File: src/rtl/core/cbp_pkg.sv
// ----------------------------------------------------------------------------
// cbp_pkg
// types, widths and constants shared by the camera box push-out blocks
// ----------------------------------------------------------------------------
package cbp_pkg;

  localparam int FRAC_BITS = 16;
  localparam int CW        = 32;
  localparam int EW        = 31;
  localparam int DW        = CW + 2;
  localparam int NW        = 31;
  localparam int SHW       = $clog2(DW);
  localparam int RW        = 64;
  localparam int LW        = RW / 2;
  localparam int SRW       = LW + 4;
  localparam int QVW       = FRAC_BITS + 1;
  localparam int VRW       = LW + 1;
  localparam int PNW       = DW + FRAC_BITS;
  localparam int PRW       = QVW + 1;
  localparam int TW        = PNW + 1;
  localparam int MW        = (TW + QVW > 63) ? TW + QVW : 63;
  localparam int AW        = 66;

  localparam int FQ_DEPTH  = 4;
  localparam int FQ_AW     = $clog2(FQ_DEPTH);
  localparam int FQ_CW     = FQ_AW + 1;

  localparam logic [EW-1:0] MARGIN_RESET = EW'((2 ** FRAC_BITS) / 5);
  localparam logic [MW-1:0] SAT_LIM      = MW'(1) << 62;

  typedef struct packed {
    logic signed [CW-1:0] box_corner_x;
    logic signed [CW-1:0] box_corner_z;
    logic [EW-1:0]        edge_size;
    logic signed [CW-1:0] char_x;
    logic signed [CW-1:0] char_y;
    logic signed [CW-1:0] char_z;
    logic signed [CW-1:0] cam_x;
    logic signed [CW-1:0] cam_y;
    logic signed [CW-1:0] cam_z;
  } in_t;

  typedef struct packed {
    logic signed [CW-1:0] out_x;
    logic signed [CW-1:0] out_y;
    logic signed [CW-1:0] out_z;
    logic                 hit_found;
  } out_t;

  typedef struct packed {
    logic                 zero;
    logic [2:0]           dneg;
    logic [2:0][DW-1:0]   a;
    logic                 sh_right;
    logic [SHW-1:0]       sh_amt;
    logic signed [CW-1:0] cx;
    logic signed [CW-1:0] cz;
    logic [EW-1:0]        e;
    logic [2:0][CW-1:0]   cam;
  } fr_t;

  typedef struct packed {
    logic             full;
    logic             empty;
    logic [FQ_CW-1:0] cnt;
  } fq_st_t;

endpackage

File: src/rtl/core/cbp_fifo.sv
// ----------------------------------------------------------------------------
// cbp_fifo
// short queue between the front and the back
// ----------------------------------------------------------------------------
module cbp_fifo import cbp_pkg::*; (
  input  logic   clk_i,
  input  logic   rst_ni,
  input  logic   push_i,
  input  fr_t    data_i,
  output logic   ready_o,
  input  logic   pop_i,
  output logic   valid_o,
  output fr_t    data_o,
  output fq_st_t stat_o
);

  fr_t              mem_q [FQ_DEPTH];
  logic [FQ_AW-1:0] wr_q, rd_q;
  logic [FQ_CW-1:0] cnt_q;
  logic             do_push, do_pop;

  assign stat_o.full  = (cnt_q == FQ_CW'(FQ_DEPTH));
  assign stat_o.empty = (cnt_q == '0);
  assign stat_o.cnt   = cnt_q;
  assign ready_o      = !stat_o.full;
  assign valid_o      = !stat_o.empty;
  assign data_o       = mem_q[rd_q];
  assign do_push      = push_i && ready_o;
  assign do_pop       = pop_i && valid_o;

  always_ff @(posedge clk_i or negedge rst_ni) begin
    if (!rst_ni) begin
      wr_q  <= '0;
      rd_q  <= '0;
      cnt_q <= '0;
    end else begin
      if (do_push) begin
        wr_q <= wr_q + 1'b1;
      end
      if (do_pop) begin
        rd_q <= rd_q + 1'b1;
      end
      if (do_push && !do_pop) begin
        cnt_q <= cnt_q + 1'b1;
      end else if (do_pop && !do_push) begin
        cnt_q <= cnt_q - 1'b1;
      end
    end
  end

  always_ff @(posedge clk_i) begin
    if (do_push) begin
      mem_q[wr_q] <= data_i;
    end
  end

endmodule

File: config.mk
export PLATFORM = sky130hd
export DESIGN_NAME = cbp_fifo
export DESIGN_NICKNAME = d
export VERILOG_FILES = /design/src/rtl/core/cbp_pkg.sv /design/src/rtl/core/cbp_fifo.sv
export SDC_FILE = /design/constraint.sdc
export NUM_CORES = 1
export LEC_CHECK = 0
export ABC_AREA = 1
export BUFFER_PORTS_ARGS = -buffer_cell sky130_fd_sc_hd__buf_4
export CAP_MARGIN = 15
export CORE_UTILIZATION = 40
export DETAILED_ROUTE_END_ITERATION = 16
export GPL_ROUTABILITY_DRIVEN = 0
export PLACE_DENSITY = 0.68
export SLEW_MARGIN = 20
export SYNTH_ARGS = -nofsm -noshare
export SYNTH_HDL_FRONTEND = slang
export SYNTH_SLANG_ARGS = --single-unit
File: constraint.sdc
create_clock -name clk_i -period 15.5 [get_ports clk_i]
set_input_delay 4.65 -clock clk_i [delete_from_list [all_inputs] [get_ports clk_i]]
set_output_delay 4.65 -clock clk_i [all_outputs]
set_load 0.02 [all_outputs]
; Word-level counts from Yosys, hierarchy flattened
; Memories as Yosys holds them, arrays and structs flattened.
; Cells that the tools add are included.
[op_classes]
addsub = 4
eq_ne = 1
n_mux = 4
reduce_logical = 10
[ops]
columns = op, count
row1 = $mux 3, 2
row2 = $add 2x1->2 const B, 2
row3 = $logic_and 1x1->1, 4
row4 = $logic_not 1->1, 4
row5 = $add 3x1->3 const B, 1
row6 = $eq 3x3->1 const B, 1
row7 = $logic_not 3->1, 1
row8 = $sub 3x1->3 const B, 1
row9 = $mux 1, 2
row10 = $reduce_bool 2->1, 1
[totals]
ff_bits = 7
ramBits = 1216
input_bits = 308
out_inout_bits = 311
elab_cells = 23
mem_count = 1
[mem_list]
columns = name, depth, word_bits, read_ports, rd_ports_with_merged_regs, wr, line
row1 = mem_q, 4, 304, 1, 0, 1, cbp_fifo.sv:17  ; fr_t mem_q [FQ_DEPTH];

; Longest topological paths before layout
[depth]
depth_word = 7
mapped_depth = 12
depth_no_buf = 12

; Worst setup path after synthesis
; OpenSTA, ideal clock, no wires.
[synth_path]
path_type = in2reg
startpoint = input push_i
endpoint = memory mem_q[0][0] (netlist name) (enable)
setup_time_ns = 0.977
arrival_time_ns = 17.401
t_required_ns = 14.523
path_slack_ns = -2.878
cell_stages = 2
n_path_buf = 0
cell_sequence = nand2_1 > nor2_1
[synth_between]
elab_chain_cells = 3
[synth_lines]
columns = item, line
row1 = from (decl), cbp_fifo.sv:8  ; input logic push_i,
row2 = $logic_and 1x1->1, cbp_fifo.sv:28  ; assign do_push = push_i && ready_o;
row3 = $mux 1, cbp_fifo.sv:52  ; if (do_push) begin
row4 = $mux 1 (not written as such), cbp_fifo.sv:53  ; mem_q[wr_q] <= data_i;
row5 = to (decl), cbp_fifo.sv:17
; No other way between the ends.

==> reports/metrics.cfg <==
[timing]
skew_ns=0.0266
worst_slack_ns=6.48
rsz0062_at_grt=false
whs_ns=0.543
finalHoldViolCount=0
slew_headroom=0.228
fmax_mhz=111
setup_viol=0
slew_viol_final=0
tightest_slew_ns=1.16
period_share=0.582
fin_crit_ns=9.02

[pwr]
p_switching_mw=4.36
intPower_mw=7.48
powerDensity_nw_per_um2=203
peakVddDrop_v=0.000236
combPwrFrac=0.373
swShare=0.368
p_clk_frac=0.249
p_leak_nw=23.1
pwr-share-seq=0.378

[synth]
synth_fp_nets=3922
synth_cell_type_count=17
yosysTopAreaCell=edfxtp_1
syn-instance-count=3608
syn_area_per_cell_um2=13.5
synth_warnings=0
ys_ff_latch=1223
synth_area_leaders=edfxtp_1 (75%), o211ai_1 (9.4%), nand2_1 (7.2%)
seq_area_frac_synth=0.753
syn-cell-area_um2=48700
synth_top_area_share=0.750

[floorplanning]
ioPinCount=619
core-area_um2=120000
die_area_um2=123000
die_w_um=351
start_util=0.405
die_y_um=351
rows=127

[finish]
fin_cells=5909
seqCellArea_um2=36700
layout-drive-gt1-share=0.191
fillerInstances=10219
multi_input_area_um2=8240
fin_area_um2=58400
area_delta_synth_final_pct=19.9
final_nets=4499
final_core_util=0.486

[run_status]
status=finished clean

[detailed_routing]
vias=28047
first_pass_iters=5
first_iter_violations=1735
viasPerCell=4.75
drc=0
post_drt_wl_per_cell_um=17.6
wirelength_um=104000
ant_nets=0

[cts]
cts.sinks=1223
cts_setup_buffers=0
clk_latency_ns=0.73
cts_made_buffers=131
cts_tree=built
cts_htree_levels=4
ctsHoldBuffers=0
path_clk_slew_ns=0.06
clockBufferDepth=3
post_cts_resized=0
clockRootBuffer=clkbuf_16

[critical_path]
cp-end-kind=output port
path_max_fanout=197
arrival_ns=4.37
rrSetupSlack_ns=11.27
crit_path_start_kind=register
crit_required_ns=10.85
crit_type=register to output port

[flow_run]
drv_cap=0

[place]
dp_slack_ns=7.23
port_buffers=618
placed_cell_area_um2=54300
placed_cells=5663
hpwl_um=61300

[hold_path]
hold_path.class=register to register

[global_route]
grt_max_degree=277
grt_pass1_vias=26518
overflow=0
grt_first_pass_wirelength_um=155000
antenna_found_initial=12
track_usage=0.165

[placed cells by master (no fill, tap or decap), drive strengths merged]
master,netlist,layout
o211ai,608,608
xnor2,1,1
fa,1,1
nand2,930,930
clkinvlp,0,2
o21ai,1,1
ha,5,5
nor2,4,4
inv,625,630
nand3,7,7
clkinv,0,45
bufinv,0,7
dfrtp,7,7
edfxtp,1216,1216
nand4,1,1
diode,0,10
clkbuf,24,176
buf,178,646
[power by group through the flow]
stage               clock, mW  combinational (mW)  sequential [mW]
floorplan                   0                2.83             4.86
global placement            0                4.43             4.54
detailed placement          0                4.47             4.55
CTS                      3.02                4.49             4.48
global route             3.16                4.81             4.53
finish                   2.95                4.42             4.48
[worst max-delay path, cell delays in order, from the launching register on]
cell,delay (ns)
dfrtp_1,0.45
inv_8,0.64
buf_12,0.38
buf_16,0.46
buf_6,0.70
nand2_1,0.16
o211ai_1,0.14
nand2_1,0.09
buf_4,0.16
[final timing paths]
| path | end | from | cells after the start |
|---|---|---|---|
| setup / recovery | data_o[122] | rd_q[0]$_DFFE_PN0P_ | 8 |
| hold reg to reg | cnt_q[2]$_DFFE_PN0P_ | cnt_q[2]$_DFFE_PN0P_ | 2 |
| hold / removal | cnt_q[2]$_DFFE_PN0P_ | cnt_q[2]$_DFFE_PN0P_ | 2 |
| setup reg to reg | mem_q[3][127]$_DFFE_PP_ | cnt_q[0]$_DFFE_PN0P_ | 7 |
| max in group asynchronous | rd_q[1]$_DFFE_PN0P_ | rst_ni | 1 |
| min in group asynchronous | cnt_q[2]$_DFFE_PN0P_ | rst_ni | 1 |
[kinds of logic (layout without fill, tap and decap cells)]
group / Yosys count / count (layout) / share of synthesized area
DFF: 1223 / 1223 / 0.753
and+or+nand+nor: 942 / 942 / 0.0728
buffers and inverters: 827 / 1506 / 0.0783
AOI/OAI and AO/OA: 609 / 609 / 0.0938
adders and majority gates: 6 / 6 / 0.00170
xor gates and xnor gates: 1 / 1 / 0.000180
other: 0 / 10 / 0
[metal layers]
layer	wire length [um]	vias up	global-route usage
met1	42000	13363	0.199
met2	50500	682	0.271
li1	-	13831	-
met5	28	-	0
met3	8790	165	0.0590
met4	2940	6	0.0608
[layout make-up]
class,count,area share
antenna,10,0.000428
clock buffer,176,0.0594
clock inverter,59,0.0105
inverter,625,0.0404
multi-input combinational,1558,0.141
sequential,1223,0.628
tap,1612,0.0345
timing repair buffer,646,0.0856
[per-stage QoR]
| stage | total power, mW | setup TNS [ns] |
|---|---|---|
| after floorplan | 7.70 | -3500.08 |
| after global placement | 8.96 | 0 |
| after detailed placement | 9.02 | 0 |
| after CTS | 12.0 | 0 |
| after global routing | 12.5 | 0 |
| final | 11.8 | 0 |
[flip-flops by register name, indices dropped and copies added (netlist names)]
register,cells
mem_q,1216
rd_q,2
cnt_q,3
wr_q,2
[Yosys cell counts]
cell,count
nand4_1,1
inv_2,2
edfxtp_1,1216
dfrtp_1,7
inv_1,623
ha_1,5
fa_1,1
buf_4,18
buf_6,71
nand3_1,7
xnor2_1,1
o211ai_1,608
nand2_1,930
buf_2,89
o21ai_0,1
nor2_1,4
clkbuf_1,24
Note: power is estimated with default switching activity, not from simulation.
