==> src/rtl/core/cbp_pkg.sv <==
// ----------------------------------------------------------------------------
// cbp_pkg
// types, widths and constants shared by the camera box push-out blocks
// ----------------------------------------------------------------------------
package cbp_pkg;

  localparam int FRAC_BITS = 16;
  localparam int CW        = 32;
  localparam int EW        = 31;
  localparam int DW        = CW + 2;
  localparam int NW        = 31;
  localparam int SHW       = $clog2(DW);
  localparam int RW        = 64;
  localparam int LW        = RW / 2;
  localparam int SRW       = LW + 4;
  localparam int QVW       = FRAC_BITS + 1;
  localparam int VRW       = LW + 1;
  localparam int PNW       = DW + FRAC_BITS;
  localparam int PRW       = QVW + 1;
  localparam int TW        = PNW + 1;
  localparam int MW        = (TW + QVW > 63) ? TW + QVW : 63;
  localparam int AW        = 66;

  localparam int FQ_DEPTH  = 4;
  localparam int FQ_AW     = $clog2(FQ_DEPTH);
  localparam int FQ_CW     = FQ_AW + 1;

  localparam logic [EW-1:0] MARGIN_RESET = EW'((2 ** FRAC_BITS) / 5);
  localparam logic [MW-1:0] SAT_LIM      = MW'(1) << 62;

  typedef struct packed {
    logic signed [CW-1:0] box_corner_x;
    logic signed [CW-1:0] box_corner_z;
    logic [EW-1:0]        edge_size;
    logic signed [CW-1:0] char_x;
    logic signed [CW-1:0] char_y;
    logic signed [CW-1:0] char_z;
    logic signed [CW-1:0] cam_x;
    logic signed [CW-1:0] cam_y;
    logic signed [CW-1:0] cam_z;
  } in_t;

  typedef struct packed {
    logic signed [CW-1:0] out_x;
    logic signed [CW-1:0] out_y;
    logic signed [CW-1:0] out_z;
    logic                 hit_found;
  } out_t;

  typedef struct packed {
    logic                 zero;
    logic [2:0]           dneg;
    logic [2:0][DW-1:0]   a;
    logic                 sh_right;
    logic [SHW-1:0]       sh_amt;
    logic signed [CW-1:0] cx;
    logic signed [CW-1:0] cz;
    logic [EW-1:0]        e;
    logic [2:0][CW-1:0]   cam;
  } fr_t;

  typedef struct packed {
    logic             full;
    logic             empty;
    logic [FQ_CW-1:0] cnt;
  } fq_st_t;

endpackage

==> src/rtl/core/cbp_if.sv <==
// ----------------------------------------------------------------------------
// cbp_if
// valid/ready channels for query items and result items
// ----------------------------------------------------------------------------
interface cbp_in_if import cbp_pkg::*; ();
  logic valid;
  logic ready;
  in_t  data;

  modport source (output valid, output data, input ready);
  modport sink   (input valid, input data, output ready);
endinterface


==> src/rtl/core/cbp_front.sv <==
// ----------------------------------------------------------------------------
// cbp_front
// clamps the character onto the cube, forms the offset and its normalize shift
// ----------------------------------------------------------------------------
module cbp_front import cbp_pkg::*; (
  input  logic     clk_i,
  input  logic     rst_ni,
  cbp_in_if.sink   req_i,
  output logic     fr_valid_o,
  output fr_t      fr_data_o,
  input  logic     fr_ready_i
);

  fr_t s1_d, s1_q, s2_d, s2_q, s3_d, s3_q;
  logic [DW-1:0]        m_d, m_q;
  logic [2:0]           vld_q;
  logic                 adv;
  logic signed [DW-1:0] cxw, czw, ew;
  logic signed [DW-1:0] ch [3];
  logic signed [DW-1:0] lo [3];
  logic signed [DW-1:0] hi [3];
  logic signed [DW-1:0] nr [3];
  logic [SHW-1:0]       pos;

  assign adv         = !vld_q[2] || fr_ready_i;
  assign req_i.ready = adv;
  assign fr_valid_o  = vld_q[2];
  assign fr_data_o   = s3_q;

  // clamp and offset
  always_comb begin
    cxw   = DW'(req_i.data.box_corner_x);
    czw   = DW'(req_i.data.box_corner_z);
    ew    = DW'(req_i.data.edge_size);
    ch[0] = DW'(req_i.data.char_x);
    ch[1] = DW'(req_i.data.char_y);
    ch[2] = DW'(req_i.data.char_z);
    lo[0] = cxw;
    hi[0] = cxw + ew;
    lo[1] = '0;
    hi[1] = ew;
    lo[2] = czw - ew;
    hi[2] = czw;
    s1_d        = '0;
    s1_d.cx     = req_i.data.box_corner_x;
    s1_d.cz     = req_i.data.box_corner_z;
    s1_d.e      = req_i.data.edge_size;
    s1_d.cam[0] = req_i.data.cam_x;
    s1_d.cam[1] = req_i.data.cam_y;
    s1_d.cam[2] = req_i.data.cam_z;
    for (int i = 0; i < 3; i++) begin
      if (ch[i] < lo[i]) begin
        nr[i] = lo[i];
      end else if (ch[i] > hi[i]) begin
        nr[i] = hi[i];
      end else begin
        nr[i] = ch[i];
      end
      s1_d.a[i] = ch[i] - nr[i];
    end
  end

  // magnitudes and largest
  always_comb begin
    s2_d = s1_q;
    m_d  = '0;
    for (int i = 0; i < 3; i++) begin
      s2_d.dneg[i] = s1_q.a[i][DW-1];
      s2_d.a[i]    = s1_q.a[i][DW-1] ? -s1_q.a[i] : s1_q.a[i];
      if (s2_d.a[i] > m_d) begin
        m_d = s2_d.a[i];
      end
    end
  end

  // leading one and shift
  always_comb begin
    s3_d = s2_q;
    pos  = '0;
    for (int b = 0; b < DW; b++) begin
      if (m_q[b]) begin
        pos = SHW'(b);
      end
    end
    s3_d.zero = (m_q == '0);
    if (pos > SHW'(NW - 1)) begin
      s3_d.sh_right = 1'b1;
      s3_d.sh_amt   = pos - SHW'(NW - 1);
    end else begin
      s3_d.sh_right = 1'b0;
      s3_d.sh_amt   = SHW'(NW - 1) - pos;
    end
  end

  always_ff @(posedge clk_i or negedge rst_ni) begin
    if (!rst_ni) begin
      vld_q <= '0;
    end else if (adv) begin
      vld_q <= {vld_q[1:0], req_i.valid};
    end
  end

  always_ff @(posedge clk_i) begin
    if (adv) begin
      s1_q <= s1_d;
      s2_q <= s2_d;
      m_q  <= m_d;
      s3_q <= s3_d;
    end
  end

endmodule

==> src/flat_wrapper.sv <==
// flat-port wrapper written by rule: the top's interface ports become plain ports
module cbp_front_flat import cbp_pkg::*;
  (clk_i, rst_ni, fr_valid_o, fr_data_o, fr_ready_i, req_i_valid, req_i_data, req_i_ready);
  cbp_in_if req_i_i ();
  input  logic clk_i;
  input  logic rst_ni;
  output logic fr_valid_o;
  output fr_t fr_data_o;
  input  logic fr_ready_i;
  input wire logic [$bits(req_i_i.valid)-1:0] req_i_valid;
  input wire logic [$bits(req_i_i.data)-1:0] req_i_data;
  output wire logic [$bits(req_i_i.ready)-1:0] req_i_ready;
  assign req_i_i.valid = req_i_valid;
  assign req_i_i.data = req_i_data;
  assign req_i_ready = req_i_i.ready;
  cbp_front u_core (.clk_i(clk_i), .rst_ni(rst_ni), .req_i(req_i_i), .fr_valid_o(fr_valid_o), .fr_data_o(fr_data_o), .fr_ready_i(fr_ready_i));
endmodule
==> config.mk <==
export PLATFORM = sky130hd
export DESIGN_NAME = cbp_front_flat
export DESIGN_NICKNAME = d
export VERILOG_FILES = /design/src/rtl/core/cbp_pkg.sv /design/src/rtl/core/cbp_if.sv /design/src/rtl/core/cbp_front.sv /design/src/flat_wrapper.sv
export SDC_FILE = /design/constraint.sdc
export NUM_CORES = 2
export LEC_CHECK = 0
export ABC_AREA = 1
export BUFFER_PORTS_ARGS = -buffer_cell sky130_fd_sc_hd__buf_2
export CELL_PAD_IN_SITES_DETAIL_PLACEMENT = 0
export CELL_PAD_IN_SITES_GLOBAL_PLACEMENT = 2
export CORE_ASPECT_RATIO = 0.75
export CORE_MARGIN = 5
export CORE_UTILIZATION = 41
export DETAILED_ROUTE_END_ITERATION = 8
export PLACE_DENSITY = 0.93
export REMOVE_ABC_BUFFERS = 1
export SLEW_MARGIN = 20
export SYNTH_ARGS = -nofsm -noshare
export SYNTH_HDL_FRONTEND = slang
export SYNTH_SLANG_ARGS = --single-unit
export TNS_END_PERCENT = 20
==> constraint.sdc <==
create_clock -name clk_i -period 43.7 [get_ports clk_i]
set_input_delay 2.185 -clock clk_i [delete_from_list [all_inputs] [get_ports clk_i]]
set_output_delay 2.185 -clock clk_i [all_outputs]
set_load 0.02 [all_outputs]
---- After elaboration in Yosys (flattened, before gate mapping) ----
Index checks and enable logic that the tools add are counted.
W data, S select, Z words.
storage, ports and cells
  memory bits (read-only) ................. 0
  bits in writable memories ............... 0
  register bits after elaboration ......... 930
  bits in latches ......................... 0
  memories ................................ 0
cells by class
  bitwise operators ....................... 0
  multiplexer cells ....................... 46
  reduce and logical (&&, ||, !) cells .... 3
  divide/modulo/power cells ............... 0
  add/subtract/negate cells ............... 10
  equal/unequal tests ..................... 0
  order comparisons ....................... 10
  shifts and indexed selects .............. 0
  multipliers ............................. 0
operators with widths
  operator               count
  $mux W34               12
  $neg A34 Y34           3
  $sub A32 B34 Y34       3
  $mux W5                16
  $gt A34 B34 Y1         2
  $gt A32 B32 Y1         2
  $gt A34 B1 Y1 const B  1
  $logic_not A34 Y1      1
  $add A32 B32 Y33       1
  $gt A32 B33 Y1         1
  $lt A32 B33 Y1         1
  $sub A32 B32 Y33       1
  $lt A32 B1 Y1 const B  1
  $lt A32 B32 Y1         1
  $mux W4                8
  $mux W3                4
  $mux W6                2
  $mux W7                1
  $gt A6 B5 Y1 const B   1
  $sub A5 B6 Y6 const A  1
  $sub A6 B5 Y6 const B  1
  $mux W2                2
  $logic_not A1 Y1       1
  $logic_or A1 B1 Y1     1
  $mux W1                1

---- Logic depth before layout (Yosys ltp) ----
  depth in word-level cells ............... 35
  mapped depth ............................ 54
  mapped depth without buffers ............ 53

---- Worst setup path before layout ----
No wires, ideal clock.
  path type ............................... input to register
  start ................................... input fr_ready_i
  end ..................................... register u_core.vld_q[0]
  data arrival time ....................... 24.429 ns
  library setup time ...................... 0.173 ns
  slack ................................... 19.098 ns
  cell stages on the path ................. 3
  data required time ...................... 43.527 ns
  path through ............................ inv_1 > nand2_1 > mux2_2
on the way
  cells in the longest elaborated chain, start to end .. 1
RTL lines
  what                  RTL line            text
  from (decl)           flat_wrapper.sv:9   input logic fr_ready_i;
  $logic_or A1 B1 Y1    cbp_front.sv:25     assign adv = !vld_q[2] || fr_ready_i;
  via req_i_ready       flat_wrapper.sv:12  output wire logic [$bits(req_i_i.ready)-1:0] req_i_ready;
  to (signal assigned)  cbp_front.sv:99     vld_q <= {vld_q[1:0], req_i.valid};
  to (decl)             cbp_front.sv:16     logic [2:0] vld_q;
The timed path passes the listed nets, and every way through them passes these cells.
A chain may end at the register's enable or synchronous reset.

==> flow_summary.ini <==
[cells_and_area]
fillers = 9880
register_area_mm2 = 0.0279
final_cell_mix = edfxtp_1 (927), nand2_1 (596), buf_2 (596), inv_1 (422), ha_1 (393)
multi_input_area_mm2 = 0.0159
final_nets = 5186
stdcell_area_mm2 = 0.0534
drive_above_1_share_pct = 17.8
syn2layout_area_growth_pct = 17.3
final_common_cell = edfxtp_1

[setup_path]
crit_buf_inv = 8
critPathMaxFanout = 50
cp-end-kind = flop
rrSetupSlack_ns = 34.78
cp.depth = 53
reg2regPathDepth = 45
cp.arrival_ns = 10.71
cp_slowest_stage_delay_ns = 0.42
path_common_cell = nand2_1
worst_path_max_delay_cell = buf_4
setup.worst_path.class = input port to flop
critPathTopFamily = compound AO/OA/AOI/OAI gates
cp_data_required_time_ns = 44.15
crit_path_start_kind = input port

[grt]
grtUsageMet1_pct = 30.5
grt_pass1_wl_mm = 189
gr-total-overflow = 0
groute.usage.overall_pct = 21.3
antenna_found_initial = 29
met3_usage_pct = 5.18
use_met2_pct = 32.0
grt-busiest-layer = met2
grt_max_degree = 207
grt_pass1_vias = 29200

[sta]
fmax_mhz = 97.5
rsz0062_at_grt = false
setup_viol = 0
tightest_slew_ns = 1.11
final_hold_viol_count = 0
period_needed_ns = 10.26
setup_tns_ns = 0
relSlewSlack_pct = 26.2
slew_violations = 0
skew_ns = 0.0611
post-route-period-util_pct = 23.5
setup_ws_ns = 33.44

[power]
ir_drop_uv = 57.4
leakage_nw = 22.6
powerDensity_mw_per_mm2 = 68.6

[yosys]
synth_cell_type_count = 59
synthArstFlopShare_pct = 0.323
synth_seq_area_share_pct = 61.2
syn_avg_cell_area_um2 = 11.9
synth_edf_count = 927
synth.cell_area_mm2 = 0.0456
synth_ff_type = edfxtp_1
ys_seq_elements = 930
netlist_instances = 3843
yosys_warnings = 0

[clock_network]
cts.reportedPaths.clkPinSlew_ns = 0.07
root_buffer = clkbuf_16
cts_tree = done
clockBufferDepth = 3
htree_num_levels = 3
postCtsSetupRepairBufs = 0
clk_latency_ns = 0.72
postCtsResizedCells = 0
cts.sinks = 930
cts_made_buffers = 92
cts_hold_buf = 0

[detailed_routing]
via_per_inst = 5.05
vias = 30500
drcViolationCount = 0
wire_per_inst_um = 21.2
wl_mm = 128
first_iter_violations = 2086
drt.antenna.violating_nets = 0
drt_first_pass_iters = 6

[placement]
dpl_cell_area_mm2 = 0.0503
dp_hpwl_mm = 102
pre_cts_slack_ns = 32.77
finalWeightedCongestion = 0.903
io_buffer_count = 596

[worst_hold_path]
hold_class = flop to flop
whs_path_depth = 0

[floorplanning]
boundaryPins = 597
rows = 105
core_mm2 = 0.110
die_w_um = 395
die_area_mm2 = 0.118
die_h_um = 299
start_util_pct = 41.5

[job]
drv_cap = 0

[run_status]
run_status = completed
[cell type report]
| type | count | area share (%) |
|---|---|---|
| flip-flops and latches | 930 | 52.2 |
| multi-input cells | 2432 | 29.7 |
| repair buffers | 616 | 5.89 |
| clock buffers | 102 | 4.38 |
| well taps | 1444 | 3.38 |
| inverters | 425 | 2.99 |
| clock inverters | 65 | 1.32 |
| diodes | 21 | 0.0983 |
[where the power goes]
part / switching (mW) / leakage [nW] / internal (mW) / total, mW
logic: 0.956 / 11.7 / 0.424 / 1.38
clock network: 0.355 / 1.48 / 0.436 / 0.790
registers: 0.123 / 9.41 / 1.37 / 1.50
total: 1.43 / 22.6 / 2.23 / 3.67
[cells in the mapped netlist, types with 14 or more instances]
cell type / n / share of area [%]
nand2_1: 597 / 4.9
o211ai_1: 36 / 0.59
o31ai_1: 19 / 0.31
a211oi_1: 17 / 0.28
o21a_1: 14 / 0.23
ha_1: 393 / 11
xor2_1: 160 / 3.1
nor4_1: 20 / 0.27
edfxtp_1: 927 / 61
o21ai_0: 275 / 3.0
o21ai_1: 42 / 0.46
xnor2_1: 85 / 1.6
a21oi_1: 286 / 3.1
inv_1: 422 / 3.5
nor3_1: 37 / 0.41
nand3_1: 93 / 1.0
nand4_1: 47 / 0.65
a31oi_1: 16 / 0.22
clkbuf_1: 53 / 0.44
nor2_1: 181 / 1.5
[state kept, by name (all words and copies together), names as in the netlist]
name              cells
u_core.fr_data_o    304
u_core.m_q           34
u_core.s1_q         293
u_core.s2_q         296
u_core.vld_q          3
[worst reg2reg max path: cells and delay by family, from the launching register on]
family	cells	cell delay, ns
AO/OA/AOI/OAI	14	2.20
XOR/XNOR	1	0.47
adder cells (fa/ha/maj)	3	0.90
buffers and inverters	6	1.62
flip-flops	1	0.46
AND/OR/NAND/NOR	21	3.01
[cells by family after synthesis]
| kind of cell | after synthesis | share of synthesized area, % |
|---|---|---|
| AND/OR/NAND/NOR | 1009 | 9.40 |
| flip-flops | 930 | 61.2 |
| AO/OA/AOI/OAI | 777 | 9.61 |
| buffers and inverters | 481 | 3.97 |
| adder cells (fa/ha/maj) | 398 | 11.0 |
| XOR/XNOR | 245 | 4.71 |
| multiplexers | 3 | 0.0686 |
[layer usage]
metal | routed length, um | up-vias
li1 | - | 15100
met1 | 59700 | 14200
met2 | 55200 | 997
met3 | 9170 | 205
met4 | 3900 | 12
met5 | 83 | -
[final timing paths]
| path | start | endpoint |
|---|---|---|
| setup / recovery | req_i_data[192] | u_core.s1_q[228]$_DFFE_PP_ |
| hold / removal | u_core.s1_q[119]$_DFFE_PP_ | u_core.s2_q[119]$_DFFE_PP_ |
| setup reg to reg | u_core.s1_q[198]$_DFFE_PP_ | u_core.m_q[32]$_DFFE_PP_ |
| hold reg to reg | u_core.s1_q[119]$_DFFE_PP_ | u_core.s2_q[119]$_DFFE_PP_ |
| max in group asynchronous | rst_ni | u_core.vld_q[1]$_DFFE_PN0P_ |
| min in group asynchronous | rst_ni | u_core.vld_q[0]$_DFFE_PN0P_ |
[per-stage QoR]
step / instances / total power [mW] / util (%) / hold slack (ns)
after floorplan: 3787 / 2.53 / - / 0.400
after CTS: 6014 / 3.70 / 48.6 / 0.394
final: 6035 / 3.67 / 48.7 / 0.388
after detailed placement: 5847 / 2.90 / 45.8 / 0.405
after global routing: 6022 / 3.93 / 48.6 / 0.411
after global placement: 5847 / 2.87 / 45.8 / 0.400
Note: power is estimated with default switching activity, not from simulation.
